--- config.mk ---
export PLATFORM = sky130hd
export DESIGN_NAME = zip_central_directory_parser_core
export DESIGN_NICKNAME = d
export VERILOG_FILES = /design/src/rtl/core/cdp_pkg.sv /design/src/rtl/core/cdp_parser.sv /design/src/rtl/core/cdp_out_reg.sv /design/src/rtl/core/zip_central_directory_parser_core.sv
export SDC_FILE = /design/constraint.sdc
export NUM_CORES = 1
export LEC_CHECK = 0
export BUFFER_PORTS_ARGS = -buffer_cell sky130_fd_sc_hd__buf_2
export CELL_PAD_IN_SITES_DETAIL_PLACEMENT = 0
export CELL_PAD_IN_SITES_GLOBAL_PLACEMENT = 1
export CORE_MARGIN = 2
export CORE_UTILIZATION = 35
export CTS_BUF_LIST = sky130_fd_sc_hd__clkbuf_2 sky130_fd_sc_hd__clkbuf_4 sky130_fd_sc_hd__clkbuf_8
export DETAILED_ROUTE_END_ITERATION = 8
export PLACE_DENSITY = 0.71
export SYNTH_ARGS = -nofsm -noshare
export SYNTH_HDL_FRONTEND = slang
export SYNTH_SLANG_ARGS = --single-unit
--- constraint.sdc ---
create_clock -name clk -period 12.9 [get_ports clk]
set_input_delay 1.935 -clock clk [delete_from_list [all_inputs] [get_ports clk]]
set_output_delay 1.935 -clock clk [all_outputs]
set_load 0.01 [all_outputs]
--- src/rtl/core/cdp_pkg.sv ---
`default_nettype none

package cdp_pkg;

  localparam int unsigned HEADER_BYTES = 46;
  localparam logic [31:0] SIG_CDFH     = 32'h0201_4b50;

  // header byte offsets
  localparam logic [5:0] OFS_SIG_LAST  = 6'd3;
  localparam logic [5:0] OFS_SIZE      = 6'd24;
  localparam logic [5:0] OFS_NAME_LEN  = 6'd28;
  localparam logic [5:0] OFS_EXTRA_LEN = 6'd30;
  localparam logic [5:0] OFS_COMM_LEN  = 6'd32;
  localparam logic [5:0] OFS_LAST      = 6'(HEADER_BYTES - 1);

  // result kinds
  localparam logic [1:0] KIND_NAME  = 2'd0;
  localparam logic [1:0] KIND_ENTRY = 2'd1;
  localparam logic [1:0] KIND_STOP  = 2'd2;

  typedef struct packed {
    logic [1:0]  result_kind;
    logic [7:0]  name_byte;
    logic        has_name_byte;
    logic [31:0] uncompressed_size;
    logic [15:0] name_length;
    logic [15:0] entry_number;
  } cdp_result_t;

endpackage

`default_nettype wire

--- src/rtl/core/cdp_parser.sv ---
`default_nettype none

module cdp_parser (
  input  wire logic                clk,
  input  wire logic                rst,
  input  wire logic                cfg_write,
  input  wire logic [31:0]         cfg_data,
  input  wire logic                accept,
  input  wire logic [7:0]          dir_byte,
  input  wire logic                restart,
  output logic                     res_valid,
  output cdp_pkg::cdp_result_t     res
);

  localparam logic [2:0] PH_HEADER = 3'd0;
  localparam logic [2:0] PH_NAME   = 3'd1;
  localparam logic [2:0] PH_SKIP   = 3'd2;
  localparam logic [2:0] PH_DONE   = 3'd3;

  typedef struct packed {
    logic [31:0] dir_position;
    logic [31:0] record_start;
    logic [5:0]  header_index;
    logic [2:0]  parse_phase;
    logic [31:0] signature_shift;
    logic [31:0] size_shift;
    logic [15:0] name_len_reg;
    logic [16:0] skip_len_reg;
    logic [16:0] bytes_left;
    logic [15:0] entry_count;
  } state_t;

  localparam state_t ST_CLEAR = '0;  // header phase is code zero

  function automatic state_t begin_record(state_t s, logic [31:0] pos);
    state_t r;
    r = s;
    r.parse_phase     = PH_HEADER;
    r.header_index    = '0;
    r.record_start    = pos;
    r.signature_shift = '0;
    r.size_shift      = '0;
    r.name_len_reg    = '0;
    r.skip_len_reg    = '0;
    r.bytes_left      = '0;
    return r;
  endfunction

  function automatic state_t after_entry(state_t s, logic [31:0] pos);
    state_t r;
    r = s;
    r.entry_count = s.entry_count + 16'd1;
    if (s.skip_len_reg != '0) begin
      r.parse_phase = PH_SKIP;
      r.bytes_left  = s.skip_len_reg;
    end else begin
      r = begin_record(r, pos);
    end
    return r;
  endfunction

  state_t      st;
  state_t      st_next;
  state_t      cur;
  logic [31:0] directory_size;
  logic [31:0] pos_inc;
  logic [32:0] rec_end;
  logic [32:0] name_end;
  logic [16:0] bl_dec;
  logic [31:0] sig_new;

  always_comb begin
    cur      = restart ? ST_CLEAR : st;
    st_next  = cur;
    pos_inc  = cur.dir_position + 32'd1;
    rec_end  = {1'b0, cur.record_start} + 33'(cdp_pkg::HEADER_BYTES);
    name_end = {1'b0, pos_inc} + {17'd0, cur.name_len_reg};
    bl_dec   = cur.bytes_left - 17'd1;
    sig_new  = {dir_byte, cur.signature_shift[31:8]};

    res_valid             = 1'b0;
    res                   = '0;
    res.entry_number      = cur.entry_count;

    if (cur.parse_phase == PH_DONE) begin
      st_next = cur;
    end else if (cur.dir_position >= directory_size) begin
      st_next.parse_phase = PH_DONE;
    end else if (cur.parse_phase == PH_HEADER && cur.header_index == '0 &&
                 rec_end > {1'b0, directory_size}) begin
      // record header would run past the end
      st_next.parse_phase = PH_DONE;
    end else begin
      st_next.dir_position = pos_inc;
      unique case (cur.parse_phase)
        PH_NAME: begin
          st_next.bytes_left = bl_dec;
          res_valid          = 1'b1;
          res.name_byte      = dir_byte;
          res.has_name_byte  = 1'b1;
          if (bl_dec == '0) begin
            res.result_kind       = cdp_pkg::KIND_ENTRY;
            res.uncompressed_size = cur.size_shift;
            res.name_length       = cur.name_len_reg;
            st_next               = after_entry(st_next, pos_inc);
          end else begin
            res.result_kind = cdp_pkg::KIND_NAME;
          end
        end
        PH_SKIP: begin
          st_next.bytes_left = bl_dec;
          if (bl_dec == '0) begin
            st_next = begin_record(st_next, pos_inc);
          end
        end
        PH_HEADER: begin
          st_next.header_index = cur.header_index + 6'd1;
          if (cur.header_index <= cdp_pkg::OFS_SIG_LAST) begin
            st_next.signature_shift = sig_new;
          end else if (cur.header_index >= cdp_pkg::OFS_SIZE &&
                       cur.header_index <  cdp_pkg::OFS_NAME_LEN) begin
            st_next.size_shift = {dir_byte, cur.size_shift[31:8]};
          end else if (cur.header_index == cdp_pkg::OFS_NAME_LEN) begin
            st_next.name_len_reg = {8'd0, dir_byte};
          end else if (cur.header_index == cdp_pkg::OFS_NAME_LEN + 6'd1) begin
            st_next.name_len_reg = {dir_byte, cur.name_len_reg[7:0]};
          end else if (cur.header_index == cdp_pkg::OFS_EXTRA_LEN ||
                       cur.header_index == cdp_pkg::OFS_COMM_LEN) begin
            st_next.skip_len_reg = cur.skip_len_reg + {9'd0, dir_byte};
          end else if (cur.header_index == cdp_pkg::OFS_EXTRA_LEN + 6'd1 ||
                       cur.header_index == cdp_pkg::OFS_COMM_LEN + 6'd1) begin
            st_next.skip_len_reg = cur.skip_len_reg + {1'b0, dir_byte, 8'd0};
          end

          if (cur.header_index == cdp_pkg::OFS_SIG_LAST && sig_new != cdp_pkg::SIG_CDFH) begin
            res_valid           = 1'b1;
            res.result_kind     = cdp_pkg::KIND_STOP;
            st_next.parse_phase = PH_DONE;
          end else if (cur.header_index == cdp_pkg::OFS_LAST) begin
            if (cur.name_len_reg == '0) begin
              res_valid             = 1'b1;
              res.result_kind       = cdp_pkg::KIND_ENTRY;
              res.uncompressed_size = cur.size_shift;
              st_next               = after_entry(st_next, pos_inc);
            end else if (name_end > {1'b0, directory_size}) begin
              // name overruns the directory: entry with empty name, then stop
              res_valid             = 1'b1;
              res.result_kind       = cdp_pkg::KIND_ENTRY;
              res.uncompressed_size = cur.size_shift;
              st_next.entry_count   = cur.entry_count + 16'd1;
              st_next.parse_phase   = PH_DONE;
            end else begin
              st_next.parse_phase = PH_NAME;
              st_next.bytes_left  = {1'b0, cur.name_len_reg};
            end
          end
        end
        default: begin
          st_next = cur;
        end
      endcase
    end
  end

  always_ff @(posedge clk) begin
    if (rst) begin
      st             <= ST_CLEAR;
      directory_size <= '0;
    end else begin
      if (accept) begin
        st <= st_next;
      end
      if (cfg_write) begin
        directory_size <= cfg_data;
      end
    end
  end

endmodule

`default_nettype wire

--- src/rtl/core/cdp_out_reg.sv ---
`default_nettype none

module cdp_out_reg (
  input  wire logic                 clk,
  input  wire logic                 rst,
  input  wire logic                 load,
  input  wire logic                 res_valid,
  input  wire cdp_pkg::cdp_result_t res,
  input  wire logic                 out_stall,
  output logic                      out_valid,
  output cdp_pkg::cdp_result_t      out_res
);

  // load only happens when the register is empty or draining this cycle
  always_ff @(posedge clk) begin
    if (rst) begin
      out_valid <= 1'b0;
    end else if (load && res_valid) begin
      out_valid <= 1'b1;
    end else if (!out_stall) begin
      out_valid <= 1'b0;
    end
  end

  always_ff @(posedge clk) begin
    if (load && res_valid) begin
      out_res <= res;
    end
  end

endmodule

`default_nettype wire

--- src/rtl/core/zip_central_directory_parser_core.sv ---
// channel | signals                                   | transfer when
// cfg     | cfg_write, cfg_data                       | cfg_write
// in      | in_valid, in_stall, dir_byte, restart     | in_valid && !in_stall
// out     | out_valid, out_stall, result_kind .. entry_number | out_valid && !out_stall
//
// One directory byte per cycle; the result of a byte is registered and shows
// in the cycle after its transfer. The only limit on rate is the single output
// register: input stalls only while a result is held there and out is stalled.
// rst is synchronous and clears parser state, directory_size and out_valid.
`default_nettype none

module zip_central_directory_parser_core (
  input  wire logic        clk,
  input  wire logic        rst,
  input  wire logic        cfg_write,
  input  wire logic [31:0] cfg_data,
  input  wire logic        in_valid,
  output logic             in_stall,
  input  wire logic [7:0]  dir_byte,
  input  wire logic        restart,
  output logic             out_valid,
  input  wire logic        out_stall,
  output logic [1:0]       result_kind,
  output logic [7:0]       name_byte,
  output logic             has_name_byte,
  output logic [31:0]      uncompressed_size,
  output logic [15:0]      name_length,
  output logic [15:0]      entry_number
);

  logic                 accept;
  logic                 res_valid;
  cdp_pkg::cdp_result_t res;
  cdp_pkg::cdp_result_t out_res;

  assign in_stall = out_valid && out_stall;
  assign accept   = in_valid && !in_stall;

  cdp_parser u_parser (
    .clk       (clk),
    .rst       (rst),
    .cfg_write (cfg_write),
    .cfg_data  (cfg_data),
    .accept    (accept),
    .dir_byte  (dir_byte),
    .restart   (restart),
    .res_valid (res_valid),
    .res       (res)
  );

  cdp_out_reg u_out (
    .clk       (clk),
    .rst       (rst),
    .load      (accept),
    .res_valid (res_valid),
    .res       (res),
    .out_stall (out_stall),
    .out_valid (out_valid),
    .out_res   (out_res)
  );

  assign result_kind       = out_res.result_kind;
  assign name_byte         = out_res.name_byte;
  assign has_name_byte     = out_res.has_name_byte;
  assign uncompressed_size = out_res.uncompressed_size;
  assign name_length       = out_res.name_length;
  assign entry_number      = out_res.entry_number;

endmodule

`default_nettype wire

==> metrics <==
PortBufs=122; die span in x=roughly 240 µm; crit path max fanout=76; Yosys warnings=0; Crit-path slowest cell=buf_4; ys async rst share=0%; number of global-route vias before repair=17560; Post-DP Area=around 21000 µm²; Final Power=0.002370 W; RSZ-0062 raised after global routing=false; Routability Congestion=0.9379; first-pass GRT wire length=103100 µm; cell area after layout=22210 µm²; top-area cell type share of the netlist area=23.26%; Netlist cell types=98; CP Data Required Time=13.18 ns; Avg Synthesized Cell Area=8.542 µm²; Post-Synthesis Cells=2297; PostCTS Resize Cnt=0; nets@finish=2572; Post-CTS Hold Fix Bufs=0; Post-synth EDFFs=between 70 and 80; I/O pin count=about 120; synth top area cells=dfxtp_1 23%, edfxtp_1 11%, ha_1 8.9%, nor2_1 4.4%, a22o_1 4.0%; largest net degree at the start of global routing=between 70 and 80; Final min period=8.973 ns; Initial Util=35.47%; layout cells sized above 1=11.85%; wire length per cell=approximately 21 µm; max-slew violations=0; Layout area overhead=13.22%; P_leak=just over 9 nW; net load switching power=about 0.00064 W; TritonCTS buffer count=56; TritonRoute pass-1 iters=9; PwrDens=approximately 110 nW/µm²; sequential power share=42.3%; Via Count=between 15000 and 20000; Remaining DRCs=0; clock power share=47.2%; detailed placer's ending HPWL=50040 µm; Layout Skew=0.03868 ns; die height=between 200 and 250 µm; CTS sink cnt=303; setup bufs post-CTS=0; fmax=0.1114 GHz; largest area contributor in the netlist=dfxtp_1; Tot GR Track Use=23.07%; Final Hold Viols=0; Comb pwr share=10.6%; Crit Path Class=primary input to register; Die Footprint=57970 µm²; CP arrival=9.26 ns; crit-path max cell delay=0.68 ns; worst vdd ir=0.07199 mV; setup TNS=0 ns; Netlist Area Pre-Place=19620 µm²; CTS max path bufs=3; Core Rows=86; 1st-iter DRT viols=1438; max cap viols=0; Yosys reg bits=between 300 and 400; syn_nets=2486; Slew Limit Headroom=a little under a fifth; root buf cell=clkbuf_8; Setup crit start kind=primary input; switching share of power=26.86%; Tcrit/Tclk final=69.56%; Tightest Hold Check Type=register to register; run status=finished clean; Antenna diodes=0; remaining antenna violation count after routing=0; sequential-to-total area share from yosys stat=about a third; number of H-tree levels=2; Skew-Pair Late Insertion Delay=0.70 ns; TritonCTS clock tree=done; clock-pin slew on the worst setup and hold paths=0.06 ns; Core Area=55310 µm²; Synth Flop Type=dfxtp_1; Overflow after GRT=0; Final Setup Violations=0; filler instances=5622; CP Capture Type=register; Pint=roughly 0.0017 W; Worst-Margin Slew=roughly 1.2 ns; Post-Route WL=~68000 µm; Vias/cell=5.766; initial antenna violation count=0
==> layout by cell type, fill, tap and decap left out, types with 20 or more instances in the layout <==
cell       instances
a21o_1            25
a21oi_1          126
a22o_1            89
a31oi_1           49
and2_1            62
and3_1            32
buf_2            120
buf_4             26
clkbuf_4          20
clkbuf_8          70
dfxtp_1          228
edfxtp_1          75
ha_1             140
inv_1            109
mux2i_1           39
nand2_1          184
nand2b_1          20
nand3_1           72
nand4_1           57
nor2_1           227
nor2b_1           56
nor3_1            44
nor4_1            32
o21ai_0           99
o22ai_1           20
o2bb2ai_1         23
xnor2_1           53
xor2_1            40
==> worst paths after layout <==
kind              cells past startpoint                end              from  slack, ns
hold reg to reg                       2    u_parser.st[50]   u_parser.st[50]       0.45
setup / recovery                     29  u_out.out_res[31]           restart       3.93
hold / removal                        2    u_parser.st[50]   u_parser.st[50]       0.45
setup reg to reg                     29  u_out.out_res[31]  u_parser.st[171]       5.37
==> state kept, by name (all words and copies together), names as in the netlist <==
name,count
u_parser.directory_size,32
u_out.out_valid,1
u_parser.st,195
u_out.out_res,75
==> synthesized netlist by cell type (all sizes together) (11+ instances only) <==
master   instances
a22o            89
o211ai          15
o21a            13
a31oi           50
inv            109
xor2            40
nor3            45
nand4           58
a221oi          11
buf             40
edfxtp          75
o2bb2ai         23
o22ai           20
or3             19
xnor2           53
a211oi          19
nor2b           56
nand2b          20
o21bai          11
nand3           72
and2            62
o21ai          106
a21o            25
clkbuf          78
or4             11
mux2i           39
a21oi          127
and3            32
ha             140
nor2           229
nor4            36
nand2          185
a22oi           11
dfxtp          228
==> stage by stage <==
| stage | hold WS (ns) | worst slack, ns | utilization (%) | cells |
|---|---|---|---|---|
| 3_5_place_dp | 0.4421 | 3.370 | 37.70 | 3073 |
| 6_report | 0.4476 | 3.927 | 40.16 | 3178 |
| 4_1_cts | 0.4520 | 4.083 | 40.16 | 3178 |
| 2_1_floorplan | 0.4233 | 0.5351 | - | 2297 |
| 3_3_place_gp | 0.4435 | 3.573 | 37.70 | 3073 |
| 5_1_grt | 0.4747 | 3.257 | 40.16 | 3178 |
==> per-layer routing <==
metal | up-vias | global-route usage (%) | wire length [µm]
met5 | - | 0 | 0
met4 | 0 | 9.147 | 2440
met3 | 143 | 3.477 | 3628
met2 | 624 | 38.23 | 31340
met1 | 8870 | 30.14 | 30290
li1 | 8687 | - | -
==> worst max-delay path, delay by kind of cell <==
kind                       cells  cell delay [ns]
xor gates and xnor gates       2             0.54
and+or+nand+nor               11             2.11
buffers and inverters          6             1.82
adders and majority gates      2             0.73
AOI/OAI and AO/OA              8             1.98
==> area by class of cell <==
class | count | area (µm²) | share of cell area, %
clock buffers | 90 | 1114 | 5.013
clock inverters | 15 | 250.2 | 1.127
inverters | 110 | 412.9 | 1.859
multi-input cells | 1766 | 11890 | 53.52
flip-flops and latches | 303 | 6817 | 30.69
well taps | 748 | 935.9 | 4.213
repair buffers | 146 | 795.8 | 3.582
==> kinds of logic after synthesis <==
kind of cell	after synthesis	synth area share (%)
flops	303	34.74
xor+xnor	93	4.152
fa+ha+maj	143	9.234
simple gates	881	23.26
buf+inv	228	4.757
mux	40	2.047
compound gates	609	21.81
==> power by group through the flow <==
stage	Sequential [W]	Clock, W	Combinational, W
6_report	0.00100	0.00112	0.000250
5_1_grt	0.00100	0.00118	0.000272
4_1_cts	0.00100	0.00115	0.000249
3_5_place_dp	0.00102	0	0.000248
3_3_place_gp	0.00102	0	0.000245
2_1_floorplan	0.00102	0	0.000165
Power figures use the tool's default switching activity.
